===== config.mk =====
export PLATFORM = sky130hd
export DESIGN_NAME = xwhc_ctrl
export DESIGN_NICKNAME = d
export VERILOG_FILES = /design/src/design/xwhc_pkg.sv /design/src/design/xwhc_ctrl.sv
export SDC_FILE = /design/constraint.sdc
export NUM_CORES = 1
export LEC_CHECK = 0
export BUFFER_PORTS_ARGS = -buffer_cell sky130_fd_sc_hd__clkbuf_2
export CAP_MARGIN = 20
export CORE_MARGIN = 2
export CORE_UTILIZATION = 50
export DETAILED_ROUTE_END_ITERATION = 12
export PLACE_DENSITY_LB_ADDON = 0.25
export SYNTH_ARGS = -nofsm -noshare
export SYNTH_HDL_FRONTEND = slang
export SYNTH_SLANG_ARGS = --single-unit

===== constraint.sdc =====
create_clock -name clk -period 4.1 [get_ports clk]
set_input_delay 0.82 -clock clk [delete_from_list [all_inputs] [get_ports clk]]
set_output_delay 0.82 -clock clk [all_outputs]
set_load 0.02 [all_outputs]

===== src/design/xwhc_pkg.sv =====
// ----------------------------------------------------------------------------
// XOR Walsh-Hadamard convolution: shared types and constants
// Command bundle from controller to datapath, write-data selects, register
// indexes, mode codes and parameter defaults.
// ----------------------------------------------------------------------------
`default_nettype none

package xwhc_pkg;

	// Parameter defaults
	localparam int MAX_LENGTH_DEF = 1024;
	localparam int INPUT_BITS_DEF = 16;

	// Fixed field widths
	localparam int RESULT_W   = 64;
	localparam int MODE_W     = 2;
	localparam int LOG_W      = 4;
	localparam int CFG_IDX_W  = 1;
	localparam int CFG_DATA_W = 4;

	// Configuration register indexes
	localparam logic [CFG_IDX_W-1:0] CFG_MODE     = 1'b0;
	localparam logic [CFG_IDX_W-1:0] CFG_LOG_SIZE = 1'b1;

	// Mode codes; the unused code runs as forward transform
	localparam logic [MODE_W-1:0] MODE_FWD  = 2'd0;
	localparam logic [MODE_W-1:0] MODE_INV  = 2'd1;
	localparam logic [MODE_W-1:0] MODE_CONV = 2'd2;

	// Request kinds on the input stream
	localparam logic REQ_LOAD = 1'b0;
	localparam logic REQ_READ = 1'b1;

	// Work RAM write-data select
	typedef enum logic [2:0] {
		WSEL_LOAD  = 3'd0,
		WSEL_SUM   = 3'd1,
		WSEL_DIFF  = 3'd2,
		WSEL_PROD  = 3'd3,
		WSEL_SHIFT = 3'd4
	} wsel_t;

	// Partial-product step of the shared 32x32 multiplier
	typedef enum logic [1:0] {
		MUL_IDLE = 2'd0,
		MUL_LO   = 2'd1,
		MUL_HI_A = 2'd2,
		MUL_HI_B = 2'd3
	} mul_op_t;

	// Controller to datapath command bundle
	typedef struct packed {
		logic             we_a;
		logic             we_b;
		wsel_t            wsel;
		logic             src_b;
		mul_op_t          mul_op;
		logic             out_load;
		logic             out_last;
		logic [LOG_W-1:0] shift_amt;
	} cmd_t;

endpackage

`default_nettype wire


===== src/design/xwhc_ctrl.sv =====
// ----------------------------------------------------------------------------
// XOR Walsh-Hadamard convolution controller
// Configuration registers, batch sequencer and address generation for
// load, butterfly, multiply, shift and read passes.
// ----------------------------------------------------------------------------
`default_nettype none

module xwhc_ctrl import xwhc_pkg::*; #(
	parameter int MAX_LENGTH = MAX_LENGTH_DEF
) (
	input  wire logic                          clk,
	input  wire logic                          arst_n,
	input  wire logic                          cfg_we,
	input  wire logic [CFG_IDX_W-1:0]          cfg_index,
	input  wire logic [CFG_DATA_W-1:0]         cfg_wdata,
	input  wire logic                          in_valid,
	input  wire logic                          in_req_type,
	output logic                               in_ready,
	input  wire logic                          out_valid,
	input  wire logic                          out_ready,
	output cmd_t                               cmd,
	output logic      [$clog2(MAX_LENGTH)-1:0] rd_addr0,
	output logic      [$clog2(MAX_LENGTH)-1:0] rd_addr1,
	output logic      [$clog2(MAX_LENGTH)-1:0] wr_addr
);

	localparam int AW      = $clog2(MAX_LENGTH);
	localparam int LOG_MAX = $clog2(MAX_LENGTH + 1) - 1;

	typedef enum logic [11:0] {
		S_LOAD   = 12'b0000_0000_0001,
		S_BF_RD  = 12'b0000_0000_0010,
		S_BF_WU  = 12'b0000_0000_0100,
		S_BF_WV  = 12'b0000_0000_1000,
		S_MUL_RD = 12'b0000_0001_0000,
		S_MUL_P0 = 12'b0000_0010_0000,
		S_MUL_P1 = 12'b0000_0100_0000,
		S_MUL_P2 = 12'b0000_1000_0000,
		S_MUL_WR = 12'b0001_0000_0000,
		S_SH_RD  = 12'b0010_0000_0000,
		S_SH_WR  = 12'b0100_0000_0000,
		S_READ   = 12'b1000_0000_0000
	} state_t;

	typedef enum logic [2:0] {
		PASS_A  = 3'b001,
		PASS_B  = 3'b010,
		PASS_A2 = 3'b100
	} pass_t;

	state_t            state_q, state_d;
	pass_t             pass_q, pass_d;
	logic [MODE_W-1:0] mode_q;
	logic [LOG_W-1:0]  log_size_q;
	logic [AW-1:0]     idx_q, idx_d;
	logic [AW-1:0]     pair_q, pair_d;
	logic [LOG_W-1:0]  stage_q, stage_d;
	logic              fetch_q, fetch_d;
	logic              fetch_last_q, fetch_last_d;

	logic [LOG_W-1:0]  k_eff;
	logic [AW:0]       n_full;
	logic [AW-1:0]     n_m1, half_m1;
	logic [AW-1:0]     h, mask, pair_nx;
	logic [AW-1:0]     j_cur, jh_cur, j_nx, jh_nx;
	logic              idx_last, pair_last, stage_last;
	logic              in_acc, is_load;

	// Length in use, capped at the RAM depth
	assign k_eff = ({1'b0, log_size_q} > 5'(LOG_MAX)) ? LOG_W'(LOG_MAX) : log_size_q;
	assign n_full  = (AW+1)'(1) << k_eff;
	assign n_m1    = AW'(n_full - 1'b1);
	assign half_m1 = n_m1 >> 1;

	// Butterfly pair addresses: insert a zero bit at the stage position
	assign h       = AW'(1) << stage_q;
	assign mask    = h - 1'b1;
	assign pair_nx = pair_q + 1'b1;
	assign j_cur   = ((pair_q & ~mask) << 1) | (pair_q & mask);
	assign jh_cur  = j_cur | h;
	assign j_nx    = ((pair_nx & ~mask) << 1) | (pair_nx & mask);
	assign jh_nx   = j_nx | h;

	assign idx_last   = (idx_q == n_m1);
	assign pair_last  = (pair_q == half_m1);
	assign stage_last = ((stage_q + 1'b1) == k_eff);
	assign in_acc     = in_valid && in_ready;
	assign is_load    = (in_req_type == REQ_LOAD);

	// Sequencer
	always_comb begin
		state_d      = state_q;
		pass_d       = pass_q;
		idx_d        = idx_q;
		pair_d       = pair_q;
		stage_d      = stage_q;
		fetch_d      = 1'b0;
		fetch_last_d = fetch_last_q;
		in_ready     = 1'b0;
		rd_addr0     = idx_q;
		rd_addr1     = jh_cur;
		wr_addr      = idx_q;

		cmd           = '0;
		cmd.wsel      = WSEL_LOAD;
		cmd.mul_op    = MUL_IDLE;
		cmd.src_b     = (pass_q == PASS_B);
		cmd.out_load  = fetch_q;
		cmd.out_last  = fetch_last_q;
		cmd.shift_amt = k_eff;

		case (state_q)
			S_LOAD: begin
				in_ready = 1'b1;
				if (in_acc && is_load) begin
					cmd.we_a = 1'b1;
					cmd.we_b = 1'b1;
					if (idx_last) begin
						idx_d   = '0;
						pair_d  = '0;
						stage_d = '0;
						pass_d  = PASS_A;
						if (k_eff != '0) begin
							state_d = S_BF_RD;
						end else if (mode_q == MODE_CONV) begin
							state_d = S_MUL_RD;
						end else if (mode_q == MODE_INV) begin
							state_d = S_SH_RD;
						end else begin
							state_d = S_READ;
						end
					end else begin
						idx_d = idx_q + 1'b1;
					end
				end
			end
			S_BF_RD: begin
				rd_addr0 = j_cur;
				rd_addr1 = jh_cur;
				state_d  = S_BF_WU;
			end
			S_BF_WU: begin
				cmd.wsel = WSEL_SUM;
				cmd.we_a = !cmd.src_b;
				cmd.we_b = cmd.src_b;
				wr_addr  = j_cur;
				state_d  = S_BF_WV;
			end
			S_BF_WV: begin
				cmd.wsel = WSEL_DIFF;
				cmd.we_a = !cmd.src_b;
				cmd.we_b = cmd.src_b;
				wr_addr  = jh_cur;
				rd_addr0 = j_nx;
				rd_addr1 = jh_nx;
				if (!pair_last) begin
					pair_d  = pair_nx;
					state_d = S_BF_WU;
				end else begin
					pair_d = '0;
					if (!stage_last) begin
						stage_d = stage_q + 1'b1;
						state_d = S_BF_RD;
					end else begin
						stage_d = '0;
						idx_d   = '0;
						case (pass_q)
							PASS_A: begin
								if (mode_q == MODE_CONV) begin
									pass_d  = PASS_B;
									state_d = S_BF_RD;
								end else if (mode_q == MODE_INV) begin
									state_d = S_SH_RD;
								end else begin
									state_d = S_READ;
								end
							end
							PASS_B:  state_d = S_MUL_RD;
							PASS_A2: state_d = S_SH_RD;
							default: state_d = S_READ;
						endcase
					end
				end
			end
			S_MUL_RD: state_d = S_MUL_P0;
			S_MUL_P0: begin
				cmd.mul_op = MUL_LO;
				state_d    = S_MUL_P1;
			end
			S_MUL_P1: begin
				cmd.mul_op = MUL_HI_A;
				state_d    = S_MUL_P2;
			end
			S_MUL_P2: begin
				cmd.mul_op = MUL_HI_B;
				state_d    = S_MUL_WR;
			end
			S_MUL_WR: begin
				cmd.wsel = WSEL_PROD;
				cmd.we_a = 1'b1;
				rd_addr0 = idx_q + 1'b1;
				if (idx_last) begin
					idx_d = '0;
					if (k_eff != '0) begin
						pass_d  = PASS_A2;
						pair_d  = '0;
						stage_d = '0;
						state_d = S_BF_RD;
					end else begin
						state_d = S_SH_RD;
					end
				end else begin
					idx_d   = idx_q + 1'b1;
					state_d = S_MUL_P0;
				end
			end
			S_SH_RD: state_d = S_SH_WR;
			S_SH_WR: begin
				cmd.wsel = WSEL_SHIFT;
				cmd.we_a = 1'b1;
				rd_addr0 = idx_q + 1'b1;
				if (idx_last) begin
					idx_d   = '0;
					state_d = S_READ;
				end else begin
					idx_d = idx_q + 1'b1;
				end
			end
			S_READ: begin
				in_ready = !fetch_q && (!out_valid || out_ready);
				if (in_acc && !is_load) begin
					fetch_d      = 1'b1;
					fetch_last_d = idx_last;
					if (idx_last) begin
						idx_d   = '0;
						state_d = S_LOAD;
					end else begin
						idx_d = idx_q + 1'b1;
					end
				end
			end
			default: state_d = S_LOAD;
		endcase
	end

	// State and configuration; any register write restarts the batch
	always_ff @(posedge clk or negedge arst_n) begin
		if (!arst_n) begin
			state_q      <= S_LOAD;
			pass_q       <= PASS_A;
			mode_q       <= MODE_FWD;
			log_size_q   <= LOG_W'(10);
			idx_q        <= '0;
			pair_q       <= '0;
			stage_q      <= '0;
			fetch_q      <= 1'b0;
			fetch_last_q <= 1'b0;
		end else begin
			fetch_q      <= fetch_d;
			fetch_last_q <= fetch_last_d;
			if (cfg_we) begin
				case (cfg_index)
					CFG_MODE:     mode_q     <= cfg_wdata[MODE_W-1:0];
					CFG_LOG_SIZE: log_size_q <= cfg_wdata[LOG_W-1:0];
					default: ;
				endcase
				state_q <= S_LOAD;
				pass_q  <= PASS_A;
				idx_q   <= '0;
				pair_q  <= '0;
				stage_q <= '0;
			end else begin
				state_q <= state_d;
				pass_q  <= pass_d;
				idx_q   <= idx_d;
				pair_q  <= pair_d;
				stage_q <= stage_d;
			end
		end
	end

	a_busy_stall: assert property (@(posedge clk) disable iff (!arst_n)
		(state_q != S_LOAD && state_q != S_READ) |-> !in_ready)
		else $error("input taken while a batch is being computed");

	a_fetch_single: assert property (@(posedge clk) disable iff (!arst_n)
		fetch_q |=> !fetch_q)
		else $error("result fetches issued back to back");

	a_b_write: assert property (@(posedge clk) disable iff (!arst_n)
		cmd.we_b |-> (state_q == S_LOAD || pass_q == PASS_B))
		else $error("vector b written outside load or its own transform");

	a_stage_range: assert property (@(posedge clk) disable iff (!arst_n)
		(state_q == S_BF_RD || state_q == S_BF_WU || state_q == S_BF_WV)
		|-> (stage_q < k_eff))
		else $error("butterfly stage beyond the length in use");

endmodule

`default_nettype wire


# Word level (Yosys, flattened, before mapping)
# Cells that the tools add are included.
word_totals:
  reg_bits: 47
  latchBits: 0
  ramBits: 0
  romBits: 0
  input_bits: 12
  out_inout_bits: 45
  word_cells: 140
  memories: 0
classes:
  n_addsub: 5
  n_mul: 0
  div_mod_pow: 0
  order_cmp: 1
  n_eq_ne: 31
  n_shift: 2
  muxes: 60
  n_bitwise: 11
  reduce_logical: 21
ops:
  columns: ["op", "count"]
  rows:
  - ["two-way mux 12 bit", 13]
  - ["case mux 12 bit (12 select lines)", 1]
  - ["two-way mux 10 bit", 14]
  - ["case mux 10 bit (3 select lines)", 2]
  - ["OR 10 bit", 4]
  - ["case mux 10 bit (4 select lines)", 1]
  - ["case mux 12 bit (3 select lines)", 1]
  - ["two-way mux 4 bit", 8]
  - ["!= test 3 bit, second input constant", 10]
  - ["two-way mux 3 bit", 9]
  - ["adder 10 x 1 -> 10 bit, second input constant", 2]
  - ["AND 10 bit", 2]
  - ["case mux 10 bit (2 select lines)", 1]
  - ["left shift 1 x 4 -> 10 bit, first input constant", 2]
  - ["subtractor 10 x 1 -> 10 bit, second input constant", 2]
  - ["AND 9 bit", 2]
  - ["AND reduction 5 bit", 3]
  - ["== test 12 x 1 -> 1 bit, second input constant", 1]
  - ["== test 12 x 10 -> 1 bit, second input constant", 1]
  - ["== test 12 x 11 -> 1 bit, second input constant", 1]
  - ["== test 12 bit, second input constant", 1]
  - ["== test 12 x 2 -> 1 bit, second input constant", 1]
  - ["== test 12 x 3 -> 1 bit, second input constant", 1]
  - ["== test 12 x 4 -> 1 bit, second input constant", 1]
  - ["35 further kinds", 47]

# Logic depth before layout (Yosys ltp)
logic_depth:
  depth_word: 9
  mapped_depth: 14
  ltp_nobuf: 11

# Worst setup path before layout
# No wires, ideal clock.
synth_path:
  path_type: "reg-to-output"
  startpoint: "register stage_q[0]"
  endpoint: "output rd_addr1[6]"
  t_arrival_ps: 2798
  t_required_ps: 3280
  path_slack_ps: 482
  stages_incl_launch_ff: 12
  n_path_buf: 2
  path_cell_list: "dfrtp_1 -> inv_1 -> ha_1 -> clkbuf_1 -> nand2_1 -> ha_1 -> clkbuf_1 -> a21oi_1 -> a311oi_1 -> a22o_1 -> nor2_1 -> o21ai_0"
synth_between:
  elab_chain_cells: 7
  elab_cells_between_ends: 12
  classes_between: "add/sub (1); shift (1); mux (1); bitwise (9)"
synth_lines:
  columns: ["element", "line_no", "text"]
  rows:
  - ["start, declared", "xwhc_ctrl.sv:57", "logic [LOG_W-1:0] stage_q, stage_d;"]
  - ["start signal, assigned", "xwhc_ctrl.sv:277", "stage_q <= stage_d;"]
  - ["left shift 1 x 4 -> 10 bit *", "xwhc_ctrl.sv:76", "assign h = AW'(1) << stage_q;"]
  - ["subtractor 10 x 1 -> 10 bit", "xwhc_ctrl.sv:77", "assign mask = h - 1'b1;"]
  - ["NOT 9 bit", "xwhc_ctrl.sv:79, xwhc_ctrl.sv:81", null]
  - ["AND 9 bit, on equally long branches", "xwhc_ctrl.sv:79, xwhc_ctrl.sv:81", null]
  - ["OR 10 bit, on equally long branches", "xwhc_ctrl.sv:79, xwhc_ctrl.sv:81", null]
  - ["OR 10 bit, on equally long branches", "xwhc_ctrl.sv:80, xwhc_ctrl.sv:82", null]
  - ["two-way mux 10 bit *", "xwhc_ctrl.sv:112", "case (state_q)"]
  - ["end, declared", "xwhc_ctrl.sv:23", "output logic [$clog2(MAX_LENGTH)-1:0] rd_addr1,"]
# Mark *: on every way between the ends. The rest lies on a longest branch, timed or not.

# Worst setup path in the final report
layout_path:
  startpoint: "register state_q[5]"
  endpoint: "output rd_addr0[6]"
layout_between:
  elab_chain_cells: 3
  elab_cells_between_ends: 6
  classes_between: "eq/ne (4); mux (1); reduce/logical (1)"
layout_lines:
  columns: ["element", "line_no", "text"]
  rows:
  - ["start, declared", "xwhc_ctrl.sv:51", "state_t state_q, state_d;"]
  - ["start signal, assigned", "xwhc_ctrl.sv:273", "state_q <= state_d;"]
  - ["== test 12 x 11 -> 1 bit or == test 12 x 9 -> 1 bit (tied branches)", "xwhc_ctrl.sv:112", null]
  - ["OR reduction 2 bit (no source line)", null, null]
  - ["case mux 10 bit (3 select lines) *", "xwhc_ctrl.sv:112", null]
  - ["end, declared", "xwhc_ctrl.sv:22", "output logic [$clog2(MAX_LENGTH)-1:0] rd_addr0,"]
# Marks and branches as above.

==> impl_metrics.json <==
{
  "tightest_slew_ps": 650.8,
  "grt_usage": 0.2950,
  "regArea_mm2": 0.001181,
  "synth_xor_area_frac": 0.05422,
  "layout-area-overhead-vs-synth_pct": 9.889,
  "ys_warn_count": 0,
  "clk_latency_ps": 330,
  "period_share": 0.9526,
  "drive_gt1_frac": 0.1843,
  "timing.fmax_mhz": 256.0,
  "hold_violations": 0,
  "r2r_end": "idx_q[2]$_DFFE_PN0P_",
  "htreeDepth": 2,
  "period_needed_ps": 3906,
  "post_cts_buffers": 0,
  "synth_nets": 659,
  "path_clk_slew_ps": 100,
  "routedWlPerCell_um": 19.05,
  "place_ws_ps": 293.9,
  "n_fill_cell": 907,
  "multiInputGateArea_mm2": 0.003348,
  "whs_ps": 491.3,
  "synthMuxAreaShare": 0.02427,
  "tritoncts": "built",
  "worstPathMaxFanout": 8,
  "clock_skew_ps": 12.88,
  "holdBufCountCts": 0,
  "cts_sinks": 47,
  "min_from": "fetch_last_q$_DFFE_PN0P_",
  "antenna_found_initial": 0,
  "synth_adder_area_share": 0.03305,
  "p_leak_nw": 2.253,
  "die_w_um": 102.4,
  "wl_um": 15070,
  "reg2regPathDepth": 10,
  "r2r-start": "log_size_q[2]$_DFFE_PN0P_",
  "die_h_um": 102.4,
  "route.met3.wl_um": 868,
  "clk_path_buf_depth": 2,
  "ioPinCount": 57,
  "drv_slew": 0,
  "ant_nets": 0,
  "layoutNonFillerInstCount": 791,
  "gp_congestion": 0.9702,
  "ys_ff_latch": 47,
  "avgViaCountPerCell": 6.350,
  "ys_types": 76,
  "grt.overflow.total": 0,
  "synth_edf_count": 0,
  "synthTopCellsByArea": "dfrtp_1 22%, nand2_1 4.8%, o21ai_0 4.6%, xnor2_1 3.8%, nor2_1 3.6%",
  "dpl.hpwl_um": 11350,
  "synth_seq_area_share": 0.2437,
  "required_ps": 3280,
  "synthArstFlopShare": 1.000,
  "startpoint_type": "flip-flop",
  "start_util": 0.5195,
  "synth_compound_area_frac": 0.2750,
  "wl_met1_um": 6715,
  "diodes": 0,
  "syn-instance-count": 635,
  "route.detailed.drc": 0,
  "routed-wl-met2_um": 7328,
  "peakVddDrop_mv": 0.2206,
  "end_kind": "output port",
  "yosys.area.top_type": "dfrtp_1",
  "hold_path_depth": 2,
  "vias": 5023,
  "final-setup-viol-count": 0,
  "num_rows": 35,
  "syn_area_mm2": 0.004846,
  "grt_max_degree": 48,
  "cts_buffers": 5,
  "arrival_ps": 3090,
  "top_layer_used": "met4",
  "detail_route.iter0.violations": 421,
  "grt_pass1_vias": 4742,
  "synth-simple-area-share": 0.2974,
  "port_buffers": 56,
  "maxCapViolCount": 0,
  "slew_headroom": 0.5661,
  "synth_top_family_by_area": "simple AND/OR/NAND/NOR gates",
  "syn_avg_cell_area_um2": 7.631,
  "power_density_mw_per_mm2": 286.7,
  "min_to": "fetch_last_q$_DFFE_PN0P_",
  "crit_type": "flip-flop to output port",
  "dp.cells": 783,
  "synth_top_area_share": 0.2221,
  "layout_setup_ws_ps": 194.1,
  "core-area_mm2": 0.009328,
  "synthFlopType": "dfrtp_1",
  "drt_first_pass_iters": 7,
  "dieArea_mm2": 0.01050,
  "r2r_slack_ps": 360,
  "grt_pass1_wl_um": 24160,
  "nNetsFinal": 685,
  "hold_class": "flip-flop to flip-flop",
  "cts-root-buf": "clkbuf_8",
  "status": "complete, no violations"
}
## power by group
group          leakage [nW]  internal [mW]  switching (mW)  total, mW
sequential            0.633          0.492          0.0499      0.542
combinational          1.56          0.205           0.351      0.556
clock                0.0644          0.243           0.185      0.428
## layout make-up
cell class	instances	area share
multi-input combinational	511	0.6288
sequential	47	0.2218
timing repair buffer	74	0.07801
tap	129	0.03031
inverter	22	0.01551
clock buffer	5	0.01292
clock inverter	3	0.01269
## synth_stat cells (5+ instances only)
| cell type | instances |
|---|---|
| o32ai_1 | 5 |
| nand2b_1 | 15 |
| nand3_1 | 31 |
| nor4_1 | 6 |
| a221o_1 | 7 |
| and2_1 | 8 |
| nand4_1 | 6 |
| a21o_1 | 13 |
| dfrtp_1 | 43 |
| o211ai_1 | 20 |
| o2bb2ai_1 | 8 |
| o21ai_0 | 45 |
| inv_1 | 22 |
| or3_1 | 7 |
| buf_4 | 7 |
| nand2_1 | 62 |
| nor3_1 | 22 |
| xor2_1 | 9 |
| and3_1 | 12 |
| o21a_1 | 5 |
| mux2_2 | 6 |
| ha_1 | 12 |
| o22ai_1 | 13 |
| clkbuf_1 | 37 |
| xnor2_1 | 21 |
| nor2_1 | 47 |
| nor2b_1 | 12 |
| mux2i_1 | 5 |
| a22o_1 | 5 |
| a21oi_1 | 28 |
| a31oi_1 | 10 |
| a22oi_1 | 6 |
## per-stage QoR
step	setup TNS [ps]	power [mW]	util	instance area [um2]
global placement	0	1.084	0.5533	5161
finish	0	1.527	0.5709	5325
floorplan	0	0.9485	-	4846
CTS	0	1.519	0.5682	5300
detailed placement	0	1.097	0.5533	5161
global route	-1.517	1.599	0.5709	5325
## flip-flops by register name (all words and copies together) (netlist names)
| name | flops |
|---|---|
| fetch_last_q | 1 |
| fetch_q | 1 |
| idx_q | 10 |
| log_size_q | 4 |
| mode_q | 2 |
| pair_q | 10 |
| pass_q | 3 |
| stage_q | 4 |
| state_q | 12 |
## worst max path at each step
stage                                       from           to
after floorplan           stage_q[0]$_DFFE_PN0P_  rd_addr1[6]
after global placement    stage_q[0]$_DFFE_PN0P_  rd_addr0[7]
after detailed placement  stage_q[0]$_DFFE_PN0P_  rd_addr0[7]
after CTS                 stage_q[0]$_DFFE_PN0P_  rd_addr0[7]
after global routing      stage_q[0]$_DFFE_PN0P_   wr_addr[5]
final                     state_q[5]$_DFFE_PN0P_  rd_addr0[6]
## cell families after synthesis
group,after synthesis
AOI/OAI and AO/OA,192
xor gates and xnor gates,30
adders and majority gates,13
buffers and inverters,77
DFF,47
muxes,11
and+or+nand+nor,265
## cells in the final DEF, fill, tap and decap left out, drive strengths merged, types with 6 or more instances in the layout
cell type,count
nand3,31
nor2,47
o2bb2ai,8
a22oi,6
or4,8
and3,12
buf,18
a21oi,29
or3,7
nor2b,12
nand2b,15
o211ai,20
inv,22
a221o,7
a31oi,10
xnor2,21
a21o,13
o21ai,47
dfrtp,43
nand4,7
mux2,6
xor2,9
nor3,24
nor4,8
and2,8
ha,12
nand2,64
o22ai,13
clkbuf,61
## repair_timing
| item | in CTS | in global routing |
|---|---|---|
| pin swaps | 0 | 0 |
| endpoints found under the setup margin | 1 | 9 |
| gates resized for setup | 2 | 5 |
## per-layer routing
layer,GRT usage,vias to the layer above
li1,-,2396
met1,0.4038,2430
met2,0.4962,177
met3,0.04651,20
met4,0.05641,0
met5,0,-
## worst max-delay path, stage by stage (launching register included)
cell and delay, ps:
dfrtp_1 500, or4_4 600, or4_1 520, and3_1 270, o21ai_0 180, o21ai_0 200
a221o_1 320, clkbuf_2 160
Power figures use the tool's default switching activity.
